===== src/sv/assert_macros.svh =====
// Assertion helpers shared by the RTL. Each expects clk and rst in scope.
`ifndef ASSERT_MACROS_SVH
`define ASSERT_MACROS_SVH

// Condition must hold at every clock edge outside reset.
`define BGC_ASSERT(label, cond, msg) \
  label: assert property (@(posedge clk) disable iff (rst) (cond)) else $error(msg);

// Antecedent in one cycle implies consequent in the next.
`define BGC_ASSERT_NEXT(label, ante, cons, msg) \
  label: assert property (@(posedge clk) disable iff (rst) (ante) |=> (cons)) else $error(msg);

`endif


===== src/sv/bgc_pkg.sv =====
// ----------------------------------------------------------------------------
// bgc_pkg
// Types and constants shared by the button gesture classifier.
// ----------------------------------------------------------------------------
package bgc_pkg;

  localparam int TIME_WIDTH_DEF = 32;
  localparam int STAMP_W        = 32;
  localparam int THR_W          = 16;
  localparam int CFG_IDX_W      = 3;
  localparam int MAX_EVENTS     = 3;

  typedef enum logic [2:0] {
    EV_PRESSED     = 3'd0,
    EV_REL_SHORT   = 3'd1,
    EV_REL_MEDIUM  = 3'd2,
    EV_REL_LONG    = 3'd3,
    EV_RELEASED    = 3'd4,
    EV_DOUBLECLICK = 3'd5,
    EV_SHORT_HOLD  = 3'd6,
    EV_MEDIUM_HOLD = 3'd7
  } event_code_t;

  typedef enum logic [2:0] {
    REG_REL_SHORT    = 3'd0,
    REG_REL_LONG     = 3'd1,
    REG_HOLD_SHORT   = 3'd2,
    REG_HOLD_MEDIUM  = 3'd3,
    REG_DOUBLE_CLICK = 3'd4
  } cfg_index_t;

  localparam logic [THR_W-1:0] REL_SHORT_RST    = 16'd400;
  localparam logic [THR_W-1:0] REL_LONG_RST     = 16'd2000;
  localparam logic [THR_W-1:0] HOLD_SHORT_RST   = 16'd600;
  localparam logic [THR_W-1:0] HOLD_MEDIUM_RST  = 16'd4000;
  localparam logic [THR_W-1:0] DOUBLE_CLICK_RST = 16'd600;

  typedef struct packed {
    logic [THR_W-1:0] rel_short_ms;
    logic [THR_W-1:0] rel_long_ms;
    logic [THR_W-1:0] hold_short_ms;
    logic [THR_W-1:0] hold_medium_ms;
    logic [THR_W-1:0] double_click_ms;
  } cfg_t;

  // Events caused by one tick, in delivery order from code[0].
  typedef struct packed {
    event_code_t [MAX_EVENTS-1:0] code;
    logic [1:0]                   count;
    logic [STAMP_W-1:0]           stamp;
  } ev_bundle_t;

endpackage


===== src/sv/bgc_cfg_regs.sv =====
// ----------------------------------------------------------------------------
// bgc_cfg_regs
// Threshold register file written through the configuration channel.
// ----------------------------------------------------------------------------
module bgc_cfg_regs
  import bgc_pkg::*;
(
  input  logic                 clk,
  input  logic                 rst,
  input  logic                 wr_en,
  input  logic [CFG_IDX_W-1:0] wr_index,
  input  logic [THR_W-1:0]     wr_data,
  output cfg_t                 cfg
);

  always_ff @(posedge clk) begin
    if (rst) begin
      cfg.rel_short_ms    <= REL_SHORT_RST;
      cfg.rel_long_ms     <= REL_LONG_RST;
      cfg.hold_short_ms   <= HOLD_SHORT_RST;
      cfg.hold_medium_ms  <= HOLD_MEDIUM_RST;
      cfg.double_click_ms <= DOUBLE_CLICK_RST;
    end else if (wr_en) begin
      unique case (cfg_index_t'(wr_index))
        REG_REL_SHORT:    cfg.rel_short_ms    <= wr_data;
        REG_REL_LONG:     cfg.rel_long_ms     <= wr_data;
        REG_HOLD_SHORT:   cfg.hold_short_ms   <= wr_data;
        REG_HOLD_MEDIUM:  cfg.hold_medium_ms  <= wr_data;
        REG_DOUBLE_CLICK: cfg.double_click_ms <= wr_data;
        default: ; // drop writes to unmapped indexes
      endcase
    end
  end

endmodule


===== src/sv/bgc_classify.sv =====
// ----------------------------------------------------------------------------
// bgc_classify
// Button state and per-tick event decision.
// ----------------------------------------------------------------------------
module bgc_classify
  import bgc_pkg::*;
#(
  parameter int TIME_WIDTH = TIME_WIDTH_DEF
)(
  input  logic               clk,
  input  logic               rst,
  input  logic               fire,
  input  logic [STAMP_W-1:0] now_ms,
  input  logic               pin_level,
  input  cfg_t               cfg,
  output ev_bundle_t         bundle
);

  logic                  is_down;
  logic                  short_hold_done;
  logic                  medium_hold_done;
  logic [TIME_WIDTH-1:0] change_time;
  logic [TIME_WIDTH-1:0] release_time;

  logic [63:0]           now_wide;
  logic [TIME_WIDTH-1:0] now_t;
  logic [TIME_WIDTH-1:0] held;
  logic [TIME_WIDTH-1:0] since_rel;
  logic [63:0]           sp_w, lp_w, hs_w, hm_w, dc_w;
  logic                  pressed;
  logic                  press_edge, release_edge, holding;
  logic                  sh_due, mh_due;

  // Zero-extend or truncate everything to the time width.
  assign now_wide  = {32'd0, now_ms};
  assign now_t     = now_wide[TIME_WIDTH-1:0];
  assign sp_w      = {48'd0, cfg.rel_short_ms};
  assign lp_w      = {48'd0, cfg.rel_long_ms};
  assign hs_w      = {48'd0, cfg.hold_short_ms};
  assign hm_w      = {48'd0, cfg.hold_medium_ms};
  assign dc_w      = {48'd0, cfg.double_click_ms};

  assign pressed      = !pin_level;
  assign held         = now_t - change_time;
  assign since_rel    = now_t - release_time;
  assign press_edge   = !is_down && pressed;
  assign release_edge = is_down && !pressed;
  assign holding      = is_down && pressed;
  assign sh_due       = holding && !short_hold_done && (held > hs_w[TIME_WIDTH-1:0]);
  assign mh_due       = holding && !medium_hold_done && (held > hm_w[TIME_WIDTH-1:0]);

  always_comb begin
    bundle.stamp = now_ms;
    bundle.count = 2'd0;
    bundle.code  = '{default: EV_PRESSED};
    priority if (press_edge) begin
      bundle.code[0] = EV_PRESSED;
      bundle.count   = 2'd1;
    end else if (release_edge) begin
      if (held < sp_w[TIME_WIDTH-1:0]) begin
        bundle.code[0] = EV_REL_SHORT;
      end else if (held < lp_w[TIME_WIDTH-1:0]) begin
        bundle.code[0] = EV_REL_MEDIUM;
      end else begin
        bundle.code[0] = EV_REL_LONG;
      end
      bundle.code[1] = EV_RELEASED;
      bundle.code[2] = EV_DOUBLECLICK;
      bundle.count   = (since_rel < dc_w[TIME_WIDTH-1:0]) ? 2'd3 : 2'd2;
    end else if (sh_due) begin
      bundle.code[0] = EV_SHORT_HOLD;
      bundle.code[1] = EV_MEDIUM_HOLD;
      bundle.count   = mh_due ? 2'd2 : 2'd1;
    end else if (mh_due) begin
      bundle.code[0] = EV_MEDIUM_HOLD;
      bundle.count   = 2'd1;
    end else begin
      bundle.count = 2'd0;
    end
  end

  always_ff @(posedge clk) begin
    if (rst) begin
      is_down          <= 1'b0;
      short_hold_done  <= 1'b0;
      medium_hold_done <= 1'b0;
      change_time      <= '0;
      release_time     <= '0;
    end else if (fire) begin
      if (press_edge) begin
        is_down          <= 1'b1;
        short_hold_done  <= 1'b0;
        medium_hold_done <= 1'b0;
        change_time      <= now_t;
      end
      if (release_edge) begin
        is_down      <= 1'b0;
        change_time  <= now_t;
        release_time <= now_t;
      end
      if (sh_due) begin
        short_hold_done <= 1'b1;
      end
      if (mh_due) begin
        medium_hold_done <= 1'b1;
      end
    end
  end

endmodule


===== src/sv/bgc_out_stage.sv =====
// ----------------------------------------------------------------------------
// bgc_out_stage
// Result register: holds one tick's events and hands them out one per beat.
// ----------------------------------------------------------------------------
module bgc_out_stage
  import bgc_pkg::*;
(
  input  logic        clk,
  input  logic        rst,
  input  logic        load,
  input  ev_bundle_t  bundle_in,
  output logic        can_load,
  output logic        m_tvalid,
  input  logic        m_tready,
  output logic [39:0] m_tdata,   // [2:0] event_code, [34:3] event_time, [39:35] zero
  output logic        m_tlast
);

  ev_bundle_t held_bundle;
  logic [1:0] idx;
  logic       pop;

  assign m_tvalid = (held_bundle.count != 2'd0);
  assign m_tlast  = (idx == held_bundle.count - 2'd1);
  assign m_tdata  = {5'd0, held_bundle.stamp, held_bundle.code[idx]};
  assign pop      = m_tvalid && m_tready;
  assign can_load = !m_tvalid || (pop && m_tlast);

  always_ff @(posedge clk) begin
    if (rst) begin
      held_bundle.count <= 2'd0;
      idx               <= 2'd0;
    end else if (load) begin
      held_bundle.count <= bundle_in.count;
      idx               <= 2'd0;
    end else if (pop && m_tlast) begin
      held_bundle.count <= 2'd0;
      idx               <= 2'd0;
    end else if (pop) begin
      idx <= idx + 2'd1;
    end
  end

  always_ff @(posedge clk) begin
    if (load) begin
      held_bundle.code  <= bundle_in.code;
      held_bundle.stamp <= bundle_in.stamp;
    end
  end

endmodule


===== src/sv/button_gesture_classifier.sv =====
// ----------------------------------------------------------------------------
// button_gesture_classifier
// Classifies button press, release and hold gestures from timed level samples.
// ----------------------------------------------------------------------------
// Usage:
//   Slave stream: one transaction per tick, s_tdata carries the millisecond
//   timestamp and the raw active-low pin level. Master stream: one transaction
//   per event, tlast marks the last event caused by a tick. A tick that
//   causes no event produces no output transaction.
//   Configuration: write the five 16-bit thresholds through cfg_valid/cfg_ready
//   only while the block is idle; cfg_ready is always high, unmapped indexes
//   are dropped.
//   Path: the input register takes a tick, then the tick is classified into the
//   result register, which presents the first event of that tick.
//   Throughput: one tick per cycle while each tick yields at most one event and
//   m_tready stays high; a tick with N events occupies the result register for
//   N output beats, since the result register drains one event per cycle while m_tready is high.
//   Reset (rst, synchronous): button taken as released, hold flags and both
//   timestamps cleared, thresholds back to their defaults, output empty.
//   Stall: when m_tready is low the result register holds its events, the
//   input register holds the next tick, and s_tready drops once both are full.
// ----------------------------------------------------------------------------
`include "assert_macros.svh"

module button_gesture_classifier
  import bgc_pkg::*;
#(
  parameter int TIME_WIDTH = TIME_WIDTH_DEF
)(
  input  logic                 clk,
  input  logic                 rst,
  input  logic                 s_tvalid,
  output logic                 s_tready,
  input  logic [39:0]          s_tdata,   // [31:0] now_ms, [32] pin_level, [39:33] zero
  output logic                 m_tvalid,
  input  logic                 m_tready,
  output logic [39:0]          m_tdata,   // [2:0] event_code, [34:3] event_time, [39:35] zero
  output logic                 m_tlast,   // last_of_run
  input  logic                 cfg_valid,
  output logic                 cfg_ready,
  input  logic [CFG_IDX_W-1:0] cfg_index,
  input  logic [THR_W-1:0]     cfg_data
);

  // Input register
  logic               in_valid;
  logic [STAMP_W-1:0] in_now;
  logic               in_pin;

  logic       fire;
  logic       can_load;
  cfg_t       cfg;
  ev_bundle_t bundle;

  assign cfg_ready = 1'b1;

  // Classify a tick once the result register can take its events.
  assign fire     = in_valid && can_load;
  assign s_tready = !in_valid || fire;

  always_ff @(posedge clk) begin
    if (rst) begin
      in_valid <= 1'b0;
    end else if (s_tready) begin
      in_valid <= s_tvalid;
    end
  end

  // Hold payload whenever the register is not taking a new transaction.
  always_ff @(posedge clk) begin
    if (s_tvalid && s_tready) begin
      in_now <= s_tdata[31:0];
      in_pin <= s_tdata[32];
    end
  end

  bgc_cfg_regs u_cfg (
    .clk      (clk),
    .rst      (rst),
    .wr_en    (cfg_valid && cfg_ready),
    .wr_index (cfg_index),
    .wr_data  (cfg_data),
    .cfg      (cfg)
  );

  bgc_classify #(
    .TIME_WIDTH (TIME_WIDTH)
  ) u_classify (
    .clk       (clk),
    .rst       (rst),
    .fire      (fire),
    .now_ms    (in_now),
    .pin_level (in_pin),
    .cfg       (cfg),
    .bundle    (bundle)
  );

  bgc_out_stage u_out (
    .clk       (clk),
    .rst       (rst),
    .load      (fire),
    .bundle_in (bundle),
    .can_load  (can_load),
    .m_tvalid  (m_tvalid),
    .m_tready  (m_tready),
    .m_tdata   (m_tdata),
    .m_tlast   (m_tlast)
  );

  // A run of events is never cut short before its last beat.
  `BGC_ASSERT_NEXT(a_run_continues, m_tvalid && m_tready && !m_tlast, m_tvalid, "run cut short")

  // A classified tick shows up at the output exactly when it caused events.
  `BGC_ASSERT_NEXT(a_load_visible, fire, m_tvalid == ($past(bundle.count) != 2'd0), "tick lost")

  // A press is always the only event of its tick.
  `BGC_ASSERT(a_press_alone, !(m_tvalid && (m_tdata[2:0] == EV_PRESSED)) || m_tlast, "press run")

endmodule


===== config.mk =====
export PLATFORM = sky130hd
export DESIGN_NAME = button_gesture_classifier
export DESIGN_NICKNAME = d
export VERILOG_FILES = /design/src/sv/bgc_pkg.sv /design/src/sv/bgc_cfg_regs.sv /design/src/sv/bgc_classify.sv /design/src/sv/bgc_out_stage.sv /design/src/sv/button_gesture_classifier.sv
export VERILOG_INCLUDE_DIRS = /design/src /design/src/sv
export SDC_FILE = /design/constraint.sdc
export NUM_CORES = 1
export LEC_CHECK = 0
export BUFFER_PORTS_ARGS = -buffer_cell sky130_fd_sc_hd__buf_2
export CORE_AREA = 2 2 166 168
export CTS_CLUSTER_DIAMETER = 30
export DETAILED_ROUTE_END_ITERATION = 12
export DIE_AREA = 0 0 168 170
export PLACE_DENSITY = 0.73
export REMOVE_ABC_BUFFERS = 1
export SETUP_SLACK_MARGIN = 0.15
export SLEW_MARGIN = 10
export SYNTH_ARGS = -nofsm -noshare
export SYNTH_HDL_FRONTEND = slang
export SYNTH_SLANG_ARGS = --single-unit

===== constraint.sdc =====
create_clock -name clk -period 5.5 [get_ports clk]
set_input_delay 1.1 -clock clk [delete_from_list [all_inputs] [get_ports clk]]
set_output_delay 1.1 -clock clk [all_outputs]
set_load 0.02 [all_outputs]

* After elaboration in Yosys (flattened, before gate mapping) *
Index checks and enable logic that the tools add are counted.

storage, ports and cells
  register bits = 226
  input port bits = 64
  output and inout port bits = 44
  word-level logic and storage cells = 93

operators by class
  add/subtract/negate cells = 4
  order comparisons = 6
  equal/unequal tests = 5
  mux-type cells = 22
  reductions and logical operators = 36

operators with widths
  kind                 number
  $lt 32x16->1         3
  $gt 32x16->1         2
  $mux 32              2
  $sub 32x32->32       2
  $reduce_and 2->1     9
  $mux 3               5
  $logic_and 1x1->1    11
  $reduce_bool 2->1    5
  $mux 1               8
  $mux 2               4
  $mux 8               1
  $bmux 3 s2           1
  $eq 3x2->1 const B   2
  $logic_not 1->1      6
  $mux 5               1
  $eq 3x1->1 const B   1
  $eq 3x3->1 const B   1
  $logic_not 3->1      1
  $lt 2x3->1 const B   1
  $reduce_or 3->1      1
  $add 2x1->2 const B  1
  $eq 2x2->1           1
  $logic_or 1x1->1     2
  $reduce_or 2->1      1
  $sub 2x1->2 const B  1

* Logic depth before layout (Yosys ltp) *
Gate-level depths: netlist (run 1).

  word-level depth = 9
  gate-level depth with buffers = 24

* Cells and area by module *
Synthesis (run 1) repeated with hierarchy kept, for this count alone.

second synthesis, totals
  cell total of the unflattened synthesis = 1,638
  area total of the unflattened synthesis = 14,492.6 µm²

by module, submodules not included
  module                     instances  cells an instance  area an instance (µm²)  sequential area each (µm²)
  bgc_classify               1          1,183              8,436.8                 1,341.3
  bgc_cfg_regs               1          295                3,175.5                 1,601.5
  bgc_out_stage              1          119                1,815.5                 1,311.3
  button_gesture_classifier  1          41                 1,064.8                 1,011.0

* Worst setup path before layout (run 1) *
No wires, ideal clock.

  path type = register -> register
  start point = register in_now[1]
  end point = register u_out.held_bundle[32] (netlist name)
  setup time = 122 ps
  data arrival time = 4,252 ps
  data required time = 5,378 ps
  path slack = 1,126 ps
  stages on the path, launching flop included = 23
  buffers on the path = 0
  clock period less this slack = 4,374 ps
  path through = edfxtp_1 ha_1 nor2b_1 o31a_1 a21oi_1 o21ai_0 nand2_1 nand2_1 a21oi_1 xnor2_1 ha_1 and4_1 a21oi_1 nand2_1 a221oi_1 o21ai_0 o31a_1 o41ai_4 or2_1 ha_1 a21oi_1 o22a_1 o31ai_1

between the ends
  longest elaborated chain between the ends = 8
  elaborated cells between the ends (all ways) = 14
  classes of those cells = add/sub: 2; order compare: 3; mux: 7; reduce/logical: 2

ends and longest elaborated chain
  what                                     RTL line                                RTL
  start: declaration                       button_gesture_classifier.sv:47         logic [STAMP_W-1:0] in_now;
  start signal: assignment                 button_gesture_classifier.sv:72         in_now <= s_tdata[31:0];
  $sub 32x32->32                           bgc_classify.sv:44                      assign held = now_t - change_time;
  $gt 32x16->1                             bgc_classify.sv:50                      assign mh_due = holding && !medium_hold_done && (held > hm_w[TIME_WIDTH-1:0]);
  $logic_and 1x1->1                        bgc_classify.sv:50
  $mux 1 / $mux 2 (equally long branches)  bgc_classify.sv:74, bgc_classify.sv:73
  $mux 5                                   bgc_classify.sv:70                      end else if (sh_due) begin
  $mux 8 *                                 bgc_classify.sv:59                      end else if (release_edge) begin
  $mux 2 *                                 bgc_classify.sv:56                      priority if (press_edge) begin
  $mux 2 *                                 bgc_out_stage.sv:33                     end else if (load) begin
  end: declaration                         bgc_out_stage.sv:19                     ev_bundle_t held_bundle;

Mark *: on every way between the ends. The rest lies on a longest branch, timed or not.
A chain may end at the register's enable or synchronous reset.

* Worst setup path after layout (run 1) *
  start point = register in_now[0]
  end point = register u_out.held_bundle[32] (netlist name)

Same word-level chain as after synthesis.

==> results of run 1 <==
==> Yosys cell counts, drive strengths merged (6+ instances only) <==
cell type / count / area, um^2
nand2: 344 / 1291
a21oi: 221 / 1121
inv: 167 / 626.9
dfxtp: 152 / 3043
ha: 146 / 1827
edfxtp: 71 / 2132
nor2: 71 / 271.5
o21ai: 66 / 334.1
clkbuf: 62 / 232.7
buf: 53 / 375.4
xnor2: 34 / 297.8
a21o: 31 / 232.7
nand3: 25 / 125.1
nand4: 22 / 156.4
nor3: 21 / 105.1
a211o: 17 / 148.9
nand3b: 17 / 127.6
o21a: 16 / 127.6
or3: 16 / 100.1
o211ai: 14 / 105.1
and3: 13 / 81.33
and4: 12 / 105.1
nand2b: 12 / 75.07
nor2b: 12 / 75.07
o21bai: 12 / 90.09
a211oi: 11 / 82.58
xor2: 11 / 96.34
mux2i: 9 / 90.09
or2: 9 / 56.30
a31oi: 8 / 50.05
o2111ai: 8 / 70.07
nor4: 7 / 50.05
a21boi: 6 / 45.04
a22oi: 6 / 45.04
o31ai: 6 / 45.04
==> cell families (layout without fill, tap and decap cells) <==
group           Yosys count  after routing  share of synthesized area
xor+xnor                 45             45                    0.02726
compound gates          470            470                     0.2051
simple gates            593            593                     0.1878
mux                      10             10                   0.007009
buf+inv                 282            374                    0.08540
flops                   223            223                     0.3579
other cells               2              6                  0.0005194
fa+ha+maj               148            148                     0.1291
==> metal layers <==
| metal | track usage | share of wire |
|---|---|---|
| met1 | 0.3544 | 0.46 |
| met2 | 0.4384 | 0.46 |
| met3 | 0.03233 | 0.054 |
| met4 | 0.07259 | 0.023 |
| met5 | 0 | 0 |
==> state kept, by name, indices dropped and copies added (netlist names) <==
register,flops
in_now,32
in_pin,1
u_classify.change_time,32
u_classify.medium_hold_done,1
u_out.held_bundle,8
u_classify.is_down,1
u_cfg.cfg,80
in_valid,1
u_classify.short_hold_done,1
u_out.idx,2
u_out.m_tdata,32
u_classify.release_time,32
==> power groups by stage <==
stage,Clock (uW),Combinational (uW),Sequential [uW]
2_1_floorplan,0,676,1850
3_3_place_gp,0,973,1840
3_5_place_dp,0,998,1850
4_1_cts,2950,1010,1810
5_1_grt,3030,1140,1820
6_report,2910,1020,1810
==> worst min path at each step <==
stage / to / slack, ns / depth (start not counted)
global placement: u_cfg.cfg[77] / 0.44 / 2
floorplan: u_cfg.cfg[0] / 0.43 / 2
global route: u_classify.change_time[24] / 0.47 / 2
finish: u_cfg.cfg[48] / 0.45 / 2
CTS: u_cfg.cfg[48] / 0.45 / 2
detailed placement: u_cfg.cfg[48] / 0.44 / 2
==> through the flow <==
step	power, uW	utilization	instances
4_1_cts	5769	0.6250	2210
3_5_place_dp	2843	0.5618	2122
6_report	5746	0.6257	2210
2_1_floorplan	2523	-	1662
3_3_place_gp	2816	0.5618	2122
5_1_grt	5991	0.6257	2210
==> cell type report <==
| type | instances | area (um^2) |
|---|---|---|
| fill | 2247 | 9975 |
| multi-input combinational | 1272 | 8104 |
| sequential | 223 | 5175 |
| clock buffer | 61 | 1331 |
| timing repair buffer | 119 | 660.6 |
| inverter | 167 | 626.9 |
| tap | 341 | 426.7 |
| clock inverter | 27 | 351.6 |
==> worst register-to-register path, stage by stage (launching register included) <==
cell and delay [ns]:
edfxtp_1 0.40, inv_1 0.10, ha_1 0.24, fa_1 0.41
nand2b_1 0.20, a21o_1 0.21, a211oi_1 0.41, nor3_1 0.16
xnor2_1 0.16, buf_4 0.17, ha_1 0.29, and4_1 0.20
a221oi_1 0.26, o21ai_0 0.13, o31a_1 0.18, o41ai_4 0.46
or2_1 0.19, ha_1 0.24, a21oi_1 0.15, o22a_1 0.22
o31ai_1 0.10
==> reports/results.tsv, run 1 <==
stage	metric	value	unit
worst_setup_path	CP peak stage delay	0.45	ns
clock_tree	Inserted Clock Buffers	48	
drt	post-route ant nets	0	
place	GPL Wtd Cong	0.9137	
sta	min cycle time layout	5.001	ns
sta	final setup TNS	0	ns
cells_and_area	share of cells above drive strength 1	0.1268	
worst_setup_path	setup slack, reg-to-reg	0.50	ns
sta	Tcrit/Tclk final	0.9093	
clock_tree	H-tree levels	2	
worst_setup_path	Max FO, Critical Path	4	
power	Power Dens Cells	344.6	nW/um^2
power	Sw Pwr	1643	uW
drt	DRC errors left	0	
sta	Max Fclk	200.0	MHz
worst_setup_path	Crit-path slowest cell	o41ai_4	
clock_tree	CTS max path bufs	3	
worst_setup_path	Worst Path Buf+Inv	2	
global_route	GRT Util Overall	0.2606	
global_route	total gr overflow	0	
worst_setup_path	Levels on crit path	20	
power	clock network fraction of total power	0.507	
cells_and_area	# diodes	0	
floorplanning	die area	28560	um^2
power	sw frac	0.2860	
clock_tree	Post-CTS Setup Bufs	0	
floorplanning	Starting Density	0.5426	
place	dpl cell area	14970	um^2
drt	WL per Instance	16.81	um
floorplanning	Chip Height	170	um
global_route	initial antenna violation count	0	
synth	post-synthesis cell type count	81	
power	Seq pwr share	0.316	
drt	Via-to-Cell Ratio	5.701	
sta	Worst Tran Pin Value	1.186	ns
cells_and_area	nets@finish	2043	
synth	predominant post-synthesis flop cell	dfxtp_1	
worst_setup_path	endpoint class of the critical path	flop	
synth	Post-Syn Area per Cell	8.156	um^2
clock_tree	clock slew at reported path FFs	0.06	ns
synth	register area share after synthesis	0.3579	
global_route	wire length of the first global-routing pass	60240	um
worst_setup_path	FF-to-FF End	u_out.held_bundle[32]	
cells_and_area	commonest non-fill, non-tap cell in the layout	nand2_1	
cells_and_area	area growth from synthesis to layout	15.32	%
drt	final wirelength	37160	um
drt	First DRT Iteration DRCs	856	
floorplanning	I/O Pins	108	
place	post-DP HPWL	27550	um
power	cell internal pwr	4103	uW
worst_setup_path	critical path, cell by cell	inv_1 > ha_1 > fa_1 > nand2b_1 > a21o_1 > a211oi_1 > nor3_1 > xnor2_1 > buf_4 > ha_1 > and4_1 > a221oi_1 > o21ai_0 > o31a_1 > o41ai_4 > or2_1 > ha_1 > a21oi_1 > o22a_1 > o31ai_1	
worst_setup_path	Reg-to-Reg Start	in_now[0]	
clock_tree	Worst-Skew Late Latency	0.55	ns
cells_and_area	commonest non-fill, non-tap cells in the layout	nand2_1 (344), a21oi_1 (218), inv_1 (166), dfxtp_1 (152), ha_1 (145)	
clock_tree	CTS sink count	223	
worst_setup_path	Worst EP required	5.93	ns
drt	via count	12599	
power	Leak	0.006608	uW
drt	DRT Pass-1 Iters	6	
floorplanning	core area	26650	um^2
worst_setup_path	Top delay family on crit path	compound AO/OA/AOI/OAI gates	
synth	synthesized netlist cell count	1773	
worst_setup_path	cells on worst reg2reg path	20	
cells_and_area	post-route cell area	16680	um^2
floorplanning	die span in x	168	um
sta	RSZ-0062 raised after global routing	false	
sta	final hold slack	0.4505	ns
synth	Async SR Flop Fraction	0	
clock_tree	cts hold-fix bufs	0	
worst_setup_path	Critical Path Start	in_now[0]	
outcome	status	finished clean	
clock_tree	root buffer cell	clkbuf_16	
worst_setup_path	CP dominant cell by count	ha_1	
global_route	largest net degree at the start of global routing	82	
synth	Mapped Area	14460	um^2
worst_setup_path	Worst Setup EP	u_out.held_bundle[32]	
worst_hold_path	worst hold path type	reg2reg	
clock_tree	CTS tree	built	
floorplanning	Rows	60	
sta	clk_skew	0.02493	ns
power	Peak VDD IR	258.1	uV
power	Logic pwr share	0.178	
place	worst slack, placed	0.4308	ns
sta	final setup margin	0.4989	ns
clock_tree	Post-CTS Resized	0	
worst_setup_path	Worst Setup Start Kind	flop	
worst_setup_path	worst endpoint data arrival time	5.43	ns
sta	final setup fails	0	
sta	Hold Fails Final Rpt	0	
place	Port Buf Inserts	94	
global_route	vias in the first global route	11915	
sta	count of pins over their slew limit	0	
worst_setup_path	WS Path Type	reg2reg	
job	max_cap viols	0	
worst_hold_path	Hold Startpoint	u_cfg.cfg[48]	
synth	number of flops mapped to enable cells by yosys	71	
synth	Yosys warning total	0	
sta	Max-slew headroom	0.2091	
synth	flops & latches, synth	223	
Power figures use the tool's default switching activity.
==> run 2: changes to the inputs <==
--- a/config.mk
+++ b/config.mk
@@ -7,11 +7,11 @@
 export NUM_CORES = 1
 export LEC_CHECK = 0
 export BUFFER_PORTS_ARGS = -buffer_cell sky130_fd_sc_hd__buf_2
-export CORE_AREA = 2 2 166 168
+export CORE_AREA = 2 2 174 176
 export CTS_CLUSTER_DIAMETER = 30
 export DETAILED_ROUTE_END_ITERATION = 12
-export DIE_AREA = 0 0 168 170
-export PLACE_DENSITY = 0.73
+export DIE_AREA = 0 0 176 178
+export PLACE_DENSITY = 0.67
 export REMOVE_ABC_BUFFERS = 1
 export SETUP_SLACK_MARGIN = 0.15
 export SLEW_MARGIN = 10
==> reports/results.tsv, run 2 (synthesis gave the netlist of run 1 again) <==
stage	metric	value	unit	change
global_route	vias in the first global route	11925		+0.084%
sta	Worst Tran Pin Value	1.131	ns	-0.05553 ns
sta	final setup TNS	0	ns	unchanged
clock_tree	Post-CTS Resized	0		unchanged
clock_tree	clock slew at reported path FFs	0.04	ns	-0.02 ns
clock_tree	H-tree levels	2		unchanged
floorplanning	I/O Pins	108		unchanged
clock_tree	CTS max path bufs	3		unchanged
job	max_cap viols	0		unchanged
sta	Max Fclk	198.4	MHz	-0.79%
place	dpl cell area	15040	um^2	+0.46%
place	GPL Wtd Cong	0.9538		+4.4%
sta	min cycle time layout	5.041	ns	+0.04006 ns
clock_tree	root buffer cell	clkbuf_16		
floorplanning	Chip Height	178	um	+4.7%
floorplanning	Rows	63		+5.0%
global_route	wire length of the first global-routing pass	60550	um	+0.50%
worst_setup_path	cells on worst reg2reg path	19		-5.0%
cells_and_area	share of cells above drive strength 1	0.1291		+0.002330
worst_setup_path	CP dominant cell by count	ha_1		
floorplanning	core area	29400	um^2	+10%
power	Peak VDD IR	241.0	uV	-6.6%
power	Final Power	5889	uW	+2.5%
drt	post-route ant nets	0		unchanged
cells_and_area	register area	5175	um^2	unchanged
clock_tree	Post-CTS Setup Bufs	0		unchanged
worst_hold_path	Hold Crit Depth	2		unchanged
clock_tree	Worst-Skew Late Latency	0.54	ns	about the same
drt	met2 WL	17490	um	+2.3%
sta	final hold slack	0.4501	ns	-0.0004430 ns
sta	RSZ-0062 raised after global routing	false		
global_route	GRT Util Overall	0.2406		-0.01997
global_route	total gr overflow	0		unchanged
sta	final setup fails	0		unchanged
drt	First DRT Iteration DRCs	741		-13%
cells_and_area	area of the multi-input gates	8115	um^2	+0.14%
cells_and_area	fillcell total	2660		+18%
outcome	status	finished clean		
clock_tree	Inserted Clock Buffers	50		+4.2%
drt	Via-to-Cell Ratio	5.556		-2.5%
place	Port Buf Inserts	94		unchanged
cells_and_area	max FFs per register	80		unchanged
cells_and_area	post-route cell area	16850	um^2	+1.0%
floorplanning	die span in x	176	um	+4.8%
drt	via count	12585		-0.11%
clock_tree	CTS sink count	223		unchanged
drt	Top Layer Used	met4		
worst_setup_path	endpoint class of the critical path	flop		
worst_setup_path	Worst Setup Start Kind	flop		
sta	Hold Fails Final Rpt	0		unchanged
drt	Met1 Wirelength	17310	um	+0.68%
sta	Tcrit/Tclk final	0.9166		+0.007285
clock_tree	cts hold-fix bufs	0		unchanged
cells_and_area	Reg with most FFs	u_cfg.cfg		
worst_setup_path	worst endpoint data arrival time	5.45	ns	+0.02 ns
cells_and_area	commonest non-fill, non-tap cells in the layout	nand2_1 (344), a21oi_1 (218), inv_1 (166), dfxtp_1 (152), ha_1 (146)		
power	Power Dens Cells	349.6	nW/um^2	+1.4%
worst_setup_path	Top delay family on crit path	compound AO/OA/AOI/OAI gates		
worst_setup_path	Worst EP required	5.91	ns	-0.02 ns
sta	clk_skew	0.03488	ns	+0.009950 ns
sta	count of pins over their slew limit	0		unchanged
worst_setup_path	Levels on crit path	19		-5.0%
floorplanning	Starting Density	0.4918		-0.05077
cells_and_area	Final Util	0.5730		-0.05272
worst_hold_path	worst hold path type	reg2reg		
worst_setup_path	Max FO, Critical Path	8		+4
place	post-DP HPWL	28380	um	+3.0%
floorplanning	die area	31330	um^2	+9.7%
worst_setup_path	critical path, cell by cell	ha_1 > a2111oi_0 > o21ai_1 > a22oi_2 > a21oi_1 > nor2_1 > xnor2_1 > ha_1 > a21o_1 > a21o_1 > a221oi_1 > o21ai_0 > o31a_1 > o41ai_4 > or2_1 > ha_1 > a21oi_1 > o22a_1 > o31ai_1		
global_route	initial antenna violation count	1		+1
clock_tree	CTS tree	built		
power	Leak	0.006664	uW	+0.84%
cells_and_area	area growth from synthesis to layout	16.51	%	
drt	WL per Instance	16.49	um	-1.9%
sta	Max-slew headroom	0.2461		+0.03702
worst_setup_path	Crit-path slowest cell	edfxtp_1		
worst_setup_path	Worst Path Buf+Inv	0		-2
drt	DRT Pass-1 Iters	6		unchanged
global_route	largest net degree at the start of global routing	99		+21%
worst_setup_path	CP peak stage delay	0.50	ns	+0.05 ns
drt	final wirelength	37360	um	+0.54%
cells_and_area	commonest non-fill, non-tap cell in the layout	nand2_1		
worst_setup_path	WS Path Type	reg2reg		
drt	DRC errors left	0		unchanged
drt	routed length on met3	1743	um	-14%
cells_and_area	nets@finish	2046		+0.15%
-- run 2: cell type report --
cell class	count	share of cell area
Clock inverter	29	0.02325
Sequential cell	223	0.3072
Multi-Input combinational cell	1272	0.4817
Inverter	167	0.03721
Tap cell	390	0.02896
Timing Repair Buffer	120	0.03966
Clock buffer	63	0.08192
Antenna cell	1	0.0001485
-- run 2: routing by layer --
layer  vias to the layer above  track usage
li1                       6286            -
met1                      5923       0.3252
met2                       313       0.4063
met3                        63      0.03197
met4                         0      0.06508
met5                         -            0
-- run 2: through the flow --
| step | setup slack, ns | std cells |
|---|---|---|
| global route | 0.1540 | 2265 |
| detailed placement | 0.3896 | 2172 |
| finish | 0.4588 | 2265 |
| global placement | 0.4646 | 2172 |
| floorplan | 0.9255 | 1662 |
| CTS | 0.3677 | 2264 |
-- run 2: power breakdown --
part / switching [uW] / total [uW] / internal (uW)
Clock: 916 / 3060 / 2140
Sequential: 44.2 / 1820 / 1770
Combinational: 617 / 1020 / 400
Total: 1580 / 5890 / 4310
-- run 2: path summary, 6_finish.rpt --
kind                                 end  slack, ns                        start
min reg2reg  u_classify.release_time[14]       0.45  u_classify.release_time[14]
max reg2reg        u_out.held_bundle[32]       0.46                    in_now[8]
max                u_out.held_bundle[32]       0.46                    in_now[8]
min          u_classify.release_time[14]       0.45  u_classify.release_time[14]
-- run 2: tightest hold or removal path: cells and delay by family, from the launching register on --
kind	cells	cell delay (ns)
AND/OR/NAND/NOR	1	0.05
flip-flops	1	0.30
AO/OA/AOI/OAI	1	0.05
